--- src/sv/vre_pkg.sv ---
`timescale 1ns / 1ps
// ----------------------------------------------------------------------------
// vre_pkg
// Shared constants, types and state encoding for the value rank engine.
// ----------------------------------------------------------------------------
package vre_pkg;

  localparam int MaxElements = 64;
  localparam int AddrW       = $clog2(MaxElements);
  localparam int CntW        = $clog2(MaxElements + 1);
  localparam int ValueW      = 32;
  localparam int PosW        = 6;

  typedef enum logic [2:0] {
    S_COLLECT,
    S_PIVOT,
    S_LOAD,
    S_SWEEP,
    S_EMIT
  } state_e;

  // control from the sequencer to the shared compare/count unit
  typedef struct packed {
    logic load_pivot;
    logic clear;
    logic step;
  } rank_ctl_t;

endpackage

--- src/sv/vre_value_mem.sv ---
`timescale 1ns / 1ps
// ----------------------------------------------------------------------------
// vre_value_mem
// Element store: one write port, one read port with registered read data.
// ----------------------------------------------------------------------------
module vre_value_mem (
  input  logic                      clk_i,
  input  logic                      wr_en_i,
  input  logic [vre_pkg::AddrW-1:0]  wr_addr_i,
  input  logic [vre_pkg::ValueW-1:0] wr_data_i,
  input  logic                      rd_en_i,
  input  logic [vre_pkg::AddrW-1:0]  rd_addr_i,
  output logic [vre_pkg::ValueW-1:0] rd_data_o
);

  logic [vre_pkg::ValueW-1:0] mem [vre_pkg::MaxElements];
  logic [vre_pkg::ValueW-1:0] rd_data_q;

  always_ff @(posedge clk_i) begin
    if (wr_en_i) begin
      mem[wr_addr_i] <= wr_data_i;
    end
  end

  always_ff @(posedge clk_i) begin
    if (rd_en_i) begin
      rd_data_q <= mem[rd_addr_i];
    end
  end

  assign rd_data_o = rd_data_q;

endmodule

--- src/sv/vre_rank_unit.sv ---
`timescale 1ns / 1ps
// ----------------------------------------------------------------------------
// vre_rank_unit
// Shared signed comparator and counter: holds the pivot and counts the
// swept elements that are strictly smaller than it.
// ----------------------------------------------------------------------------
module vre_rank_unit (
  input  logic                      clk_i,
  input  logic                      rst_ni,
  input  vre_pkg::rank_ctl_t         ctl_i,
  input  logic [vre_pkg::ValueW-1:0] data_i,
  output logic [vre_pkg::AddrW-1:0]  rank_o
);

  logic [vre_pkg::ValueW-1:0] pivot_q;
  logic [vre_pkg::AddrW-1:0]  rank_q, rank_d;
  logic                       less;

  assign less = $signed(data_i) < $signed(pivot_q);

  always_comb begin
    rank_d = rank_q;
    if (ctl_i.clear) begin
      rank_d = '0;
    end else if (ctl_i.step && less) begin
      rank_d = rank_q + vre_pkg::AddrW'(1);
    end
  end

  always_ff @(posedge clk_i) begin
    if (ctl_i.load_pivot) begin
      pivot_q <= data_i;
    end
  end

  always_ff @(posedge clk_i or negedge rst_ni) begin
    if (!rst_ni) begin
      rank_q <= '0;
    end else begin
      rank_q <= rank_d;
    end
  end

  assign rank_o = rank_q;

endmodule

--- src/sv/value_rank_engine.sv ---
`timescale 1ns / 1ps
// ----------------------------------------------------------------------------
// value_rank_engine
// Ranks a set of signed values: each result is the count of stored elements
// strictly smaller than the element, given in input order.
// ----------------------------------------------------------------------------
// Usage:
//   Input channel (in_valid_i/in_ready_o): one element per beat; last_item_i
//   ends the set. Elements beyond MaxElements are dropped and every result of
//   that set carries overflowed_o = 1; the last item still ends the set.
//   Output channel (out_valid_o/out_ready_i): one beat per stored element,
//   position_o in input order, last_result_o on the final one.
//   Elements are taken one per cycle while collecting. After the last item
//   the input is held off while ranks are computed: each element takes a
//   pivot read, a pivot load, one compare per stored element through the
//   single memory read port and shared comparator, and an emit step.
//   Results sit in an output register; a stalled receiver holds the
//   sequencer in the emit step. Input is accepted again as soon as the final
//   result is loaded, even while it still waits to be taken.
//   Reset empties the set and clears the overflow flag; the store itself is
//   not cleared, only written entries are ever read.
// ----------------------------------------------------------------------------
module value_rank_engine (
  input  logic                      clk_i,
  input  logic                      rst_ni,
  input  logic                      in_valid_i,
  output logic                      in_ready_o,
  input  logic [vre_pkg::ValueW-1:0] value_i,
  input  logic                      last_item_i,
  output logic                      out_valid_o,
  input  logic                      out_ready_i,
  output logic [vre_pkg::PosW-1:0]   position_o,
  output logic [vre_pkg::PosW-1:0]   rank_o,
  output logic                      overflowed_o,
  output logic                      last_result_o
);

  vre_pkg::state_e state_q, state_d;

  logic [vre_pkg::CntW-1:0]  count_q, count_d;
  logic [vre_pkg::CntW-1:0]  i_q, i_d;
  logic [vre_pkg::CntW-1:0]  j_q, j_d;
  logic                      ovf_q, ovf_d;

  logic                      out_valid_q, out_valid_d;
  logic [vre_pkg::PosW-1:0]  position_q, rank_q;
  logic                      overflowed_q, last_result_q;

  logic                      in_beat;
  logic                      full;
  logic                      out_free;
  logic                      is_last_elem;
  logic                      emit;
  logic                      rd_en;
  logic [vre_pkg::AddrW-1:0] rd_addr;
  logic [vre_pkg::ValueW-1:0] rd_data;
  vre_pkg::rank_ctl_t        ctl;
  logic [vre_pkg::AddrW-1:0] unit_rank;

  assign in_ready_o   = (state_q == vre_pkg::S_COLLECT);
  assign in_beat      = in_valid_i && in_ready_o;
  assign full         = (count_q == vre_pkg::CntW'(vre_pkg::MaxElements));
  assign out_free     = !out_valid_q || out_ready_i;
  assign is_last_elem = ((i_q + vre_pkg::CntW'(1)) == count_q);

  vre_value_mem u_mem (
    .clk_i     (clk_i),
    .wr_en_i   (in_beat && !full),
    .wr_addr_i (count_q[vre_pkg::AddrW-1:0]),
    .wr_data_i (value_i),
    .rd_en_i   (rd_en),
    .rd_addr_i (rd_addr),
    .rd_data_o (rd_data)
  );

  vre_rank_unit u_rank (
    .clk_i  (clk_i),
    .rst_ni (rst_ni),
    .ctl_i  (ctl),
    .data_i (rd_data),
    .rank_o (unit_rank)
  );

  // next state
  always_comb begin
    state_d = state_q;
    unique case (state_q)
      vre_pkg::S_COLLECT: if (in_beat && last_item_i) state_d = vre_pkg::S_PIVOT;
      vre_pkg::S_PIVOT:   state_d = vre_pkg::S_LOAD;
      vre_pkg::S_LOAD:    state_d = vre_pkg::S_SWEEP;
      vre_pkg::S_SWEEP:   if (j_q == count_q) state_d = vre_pkg::S_EMIT;
      vre_pkg::S_EMIT: begin
        if (out_free) begin
          state_d = is_last_elem ? vre_pkg::S_COLLECT : vre_pkg::S_PIVOT;
        end
      end
      default:            state_d = vre_pkg::S_COLLECT;
    endcase
  end

  // sequencer outputs
  always_comb begin
    rd_en          = 1'b0;
    rd_addr        = '0;
    ctl            = '0;
    emit           = 1'b0;
    unique case (state_q)
      vre_pkg::S_COLLECT: ;
      vre_pkg::S_PIVOT: begin
        rd_en   = 1'b1;
        rd_addr = i_q[vre_pkg::AddrW-1:0];
      end
      vre_pkg::S_LOAD: begin
        // pivot arrives; start the sweep at element 0
        ctl.load_pivot = 1'b1;
        ctl.clear      = 1'b1;
        rd_en          = 1'b1;
        rd_addr        = '0;
      end
      vre_pkg::S_SWEEP: begin
        ctl.step = 1'b1;
        rd_en    = (j_q != count_q);
        rd_addr  = j_q[vre_pkg::AddrW-1:0];
      end
      vre_pkg::S_EMIT:    emit = out_free;
      default: ;
    endcase
  end

  // counters, flags and output register
  always_comb begin
    count_d     = count_q;
    ovf_d       = ovf_q;
    i_d         = i_q;
    j_d         = j_q;
    out_valid_d = out_valid_q && !out_ready_i;
    if (in_beat) begin
      if (full) begin
        ovf_d = 1'b1;
      end else begin
        count_d = count_q + vre_pkg::CntW'(1);
      end
      i_d = '0;
    end
    if (state_q == vre_pkg::S_LOAD) begin
      j_d = vre_pkg::CntW'(1);
    end else if (state_q == vre_pkg::S_SWEEP && j_q != count_q) begin
      j_d = j_q + vre_pkg::CntW'(1);
    end
    if (emit) begin
      out_valid_d = 1'b1;
      if (is_last_elem) begin
        count_d = '0;
        ovf_d   = 1'b0;
      end else begin
        i_d = i_q + vre_pkg::CntW'(1);
      end
    end
  end

  always_ff @(posedge clk_i or negedge rst_ni) begin
    if (!rst_ni) begin
      state_q     <= vre_pkg::S_COLLECT;
      count_q     <= '0;
      ovf_q       <= 1'b0;
      i_q         <= '0;
      j_q         <= '0;
      out_valid_q <= 1'b0;
    end else begin
      state_q     <= state_d;
      count_q     <= count_d;
      ovf_q       <= ovf_d;
      i_q         <= i_d;
      j_q         <= j_d;
      out_valid_q <= out_valid_d;
    end
  end

  always_ff @(posedge clk_i) begin
    if (emit) begin
      position_q    <= vre_pkg::PosW'(i_q);
      rank_q        <= vre_pkg::PosW'(unit_rank);
      overflowed_q  <= ovf_q;
      last_result_q <= is_last_elem;
    end
  end

  assign out_valid_o   = out_valid_q;
  assign position_o    = position_q;
  assign rank_o        = rank_q;
  assign overflowed_o  = overflowed_q;
  assign last_result_o = last_result_q;

`ifndef SYNTHESIS
  a_count_bound: assert property (@(posedge clk_i) disable iff (!rst_ni)
    count_q <= vre_pkg::CntW'(vre_pkg::MaxElements))
    else $error("element count beyond capacity");

  a_ovf_only_full: assert property (@(posedge clk_i) disable iff (!rst_ni)
    ovf_q |-> full)
    else $error("overflow flag set while store not full");

  a_busy_nonempty: assert property (@(posedge clk_i) disable iff (!rst_ni)
    (state_q != vre_pkg::S_COLLECT) |-> (count_q != '0 && i_q < count_q))
    else $error("ranking with an empty set or index out of range");

  a_rank_bound: assert property (@(posedge clk_i) disable iff (!rst_ni)
    (state_q == vre_pkg::S_SWEEP) |-> (vre_pkg::CntW'(unit_rank) < j_q))
    else $error("rank exceeds number of compared elements");
`endif

endmodule

--- config.mk ---
export PLATFORM = sky130hd
export DESIGN_NAME = value_rank_engine
export DESIGN_NICKNAME = d
export VERILOG_FILES = /design/src/sv/vre_pkg.sv /design/src/sv/vre_value_mem.sv /design/src/sv/vre_rank_unit.sv /design/src/sv/value_rank_engine.sv
export SDC_FILE = /design/constraint.sdc
export NUM_CORES = 2
export LEC_CHECK = 0
export BUFFER_PORTS_ARGS = -buffer_cell sky130_fd_sc_hd__buf_2
export CORE_UTILIZATION = 52
export DETAILED_ROUTE_END_ITERATION = 12
export GPL_TIMING_DRIVEN = 0
export HOLD_SLACK_MARGIN = 0.05
export PLACE_DENSITY = 0.66
export SLEW_MARGIN = 10
export SYNTH_ARGS = -nofsm -noshare
export SYNTH_HDL_FRONTEND = slang
export SYNTH_SLANG_ARGS = --single-unit
--- constraint.sdc ---
create_clock -name clk_i -period 5.11 [get_ports clk_i]
set_input_delay 0.511 -clock clk_i [delete_from_list [all_inputs] [get_ports clk_i]]
set_output_delay 0.511 -clock clk_i [all_outputs]
set_load 0.01 [all_outputs]
==> results.toml <==
[worst_setup_path]
regToRegEndpoint = "u_mem.mem[11][12]"
path_cells = "clkbuf_1 > or3_1 > nor3_1 > nor2_1 > nand3_1 > nor2_4 > buf_16"
slowest_delay_ns = 1.10
crit_path_end = "u_mem.mem[11][12]"
reg2regPathDepth = 7
path_max_fanout = 17
reg2reg_slack_ns = 0.001
cpMaxStageDelayCell = "nor2_4"
cp_top_family = "simple AND/OR/NAND/NOR gates"
path_buf_inv = 2
worstSetupStartpoint = "count_q[5]"
cp.depth = 7
path_class = "reg -> reg"
cp.arrival_ns = 5.68
critPathLaunchType = "flip-flop"
r2r_start = "count_q[5]"
cp.required_ns = 5.68
cp-end-kind = "flip-flop"

[global_route]
gr-usage-met1 = 0.444
grt_max_degree = 65
grt_pass1_wl_um = 383000
grt_usage = 0.320
busiest_layer = "met2"
met3_usage = 0.101
grt-ovfl-total = 0
grt_pass1_vias = 53400
antenna_found_initial = 24
use_met2 = 0.472

[clocking]
root_buffer = "clkbuf_16"
htreeDepth = 4
cts.path.max_buffers = 3
clock_sinks = 2158
numCtsBuffers = 212
cts_tree = "yes"
clk_pin_slew_ns = 0.06
worstSkewPairLatency_ns = 0.88

[placed_design]
dp_hpwl_um = 187000
place_ws_ns = -0.0378
io_buffers = 52
place_congestion = 1.11

[drt]
first_pass_iters = 6
vias = 56700
routed_wl_um = 270000
wl_per_cell_um = 30.7
drc = 0
drtAntennaViolNets = 0
dr.first_iter.drc_count = 8824
drt-vias-per-instance = 6.43

[sta]
setup_violations = 0
fin_ws_ns = 0.00111
worstMarginPinSlew_ns = 1.48
finalClockSkew_ns = 0.0416
finalCriticalPeriod_ns = 5.11
maxSlewHeadroom = 0.00503
report.final.slew_viol_count = 0
hold_viol_final = 0
finalCritPeriodShare = 1.00
whs_ns = 0.105
rsz0062_at_grt = "false"
fmax_mhz = 196

[logic_synthesis]
synth_cell_types = 52
seq_area_frac_synth = 0.750
netlist_top_cells_area = "edfxtp_1 74%, nand2_1 5.5%, a211oi_1 4.5%, and3_1 3.1%, a311oi_1 2.6%"
synth_ff_type = "edfxtp_1"
yosys.area.top_type = "edfxtp_1"
ys_ff_latch = 2158
synthTopCellsByCount = "2126 x edfxtp_1, 1260 x nand2_1, 519 x a211oi_1"
synth_most_common_cell = "edfxtp_1"
synth.avg_cell_area_sq_um = 14.2
synth_top_area_share = 0.741
synthArstFlopShare = 0.0148
synth_warnings = 0
syn-cell-area_sq_um = 86200
synth_edf_count = 2126
synth_cells = 6073
syn_nets = 6146

[die]
core_area_sq_um = 165000
fp.dieH_um = 409
die_x_um = 409
die_area_sq_um = 167000
fp-row-count = 149
ios = 53
initial_core_util = 0.523

[power_and_ir_drop]
p_leak_nw = 33.4
vdd_ir_drop_max_v = 0.000439
power_density_nw_per_um2 = 533
power.total_mw = 52.6

[cells_and_area]
nets = 6519
post-route-util = 0.598
fillers = 12500
area_growth_pct = 14.4
drive_above_1_share = 0.113

[outcome]
outcome = "finished with violations"
violations = "max-capacitance violations"

[job]
drv_cap = 2

[worst_hold_path]
hp-start = "value_i[10]"
hp-class = "in -> reg"
==> stage by stage <==
step	TNS [ns]	cell area, sq um	instances
floorplan	0	86200	6073
global placement	-706.66	89200	8314
detailed placement	-1.06	91700	8407
CTS	0	98400	8802
global route	0	98600	8808
finish	0	98600	8819
==> flip-flops by register name, summed over array words and instances (netlist names), 3 cells and up <==
signal / cells
u_mem.mem: 2048
u_mem.rd_data_o: 32
u_rank.pivot_q: 32
count_q: 7
i_q: 7
j_q: 7
position_o: 6
rank_o: 6
u_rank.rank_o: 6
state_q: 3
==> cells in the final DEF (no fill, tap or decap), drive strengths merged, types with 4 or more instances in the layout <==
cell type	Yosys	routed
nand3	204	204
nand3b	4	4
nand2	1261	1261
ha	36	36
a31oi	255	255
o221ai	31	31
inv	37	48
mux2i	5	5
or3	4	4
nor3	39	39
dlygate4sd3	0	4
nor2	103	103
o22ai	33	33
o21ai	15	15
edfxtp	2126	2126
xor2	16	16
xnor2	10	10
a211oi	519	519
diode	0	12
buf	201	357
a21o	33	33
nand4	14	14
clkinv	0	86
mux2	6	6
a311oi	254	254
nor2b	4	4
dfrtp	32	32
clkbuf	285	563
bufinv	0	8
nor4	35	35
and2	4	4
a21oi	57	57
and3	426	426
==> layout make-up <==
| cell class | count | area [sq um] | area share |
|---|---|---|---|
| sequential | 2158 | 64600 | 0.655 |
| buffer | 485 | 2130 | 0.0216 |
| tap | 2189 | 2740 | 0.0278 |
| antenna | 12 | 30.0 | 0.000304 |
| timing repair buffer | 160 | 2370 | 0.0240 |
| multi-input combinational | 3392 | 20000 | 0.203 |
| inverter | 37 | 139 | 0.00141 |
| clock inverter | 107 | 868 | 0.00880 |
| clock buffer | 279 | 5680 | 0.0576 |
==> how the worst min path moves through the flow <==
stage	slack (ns)	depth (start not counted)	to
after floorplan	0.22	0	count_q[0]
after global placement	0.43	0	position_o[3]
after detailed placement	0.43	0	position_o[3]
after CTS	0.05	1	u_mem.mem[29][10]
after global routing	0.09	1	u_mem.mem[29][10]
final	0.11	1	u_mem.mem[29][10]
==> cells by family after synthesis <==
family | synth area share
AOI/OAI and AO/OA | 0.103
xor gates and xnor gates | 0.00370
adders and majority gates | 0.00522
buffers and inverters | 0.0263
DFF | 0.750
muxes | 0.00145
and+or+nand+nor | 0.110
==> per-layer routing <==
layer | part of all wire | routed length, um
met1 | 0.38 | 103000
met4 | 0.043 | 11600
met2 | 0.44 | 119000
met5 | 0.0010 | 283
met3 | 0.13 | 36500
==> power breakdown <==
| part | leakage (nW) | internal [mW] | switching, mW |
|---|---|---|---|
| clock network | 3.21 | 8.23 | 6.70 |
| registers | 19.6 | 20.0 | 0.176 |
| logic | 10.6 | 4.68 | 12.8 |
==> worst register-to-register path, delay by kind of cell (launching register included) <==
kind	cells	cell delay, ns
AND/OR/NAND/NOR	5	3.57
flip-flops	1	0.32
buffers and inverters	2	0.91
==> timing repair <==
| item | in CTS | in global routing |
|---|---|---|
| setup buffers | 6 | 4 |
| gates resized for setup | 0 | 1 |
| endpoints found under the setup margin | 53 | 35 |
| endpoints found under the hold margin | 35 | 0 |
| pin swaps | 2 | 1 |
| hold buffers | 4 | 0 |
(Power assumes the default switching activity.)
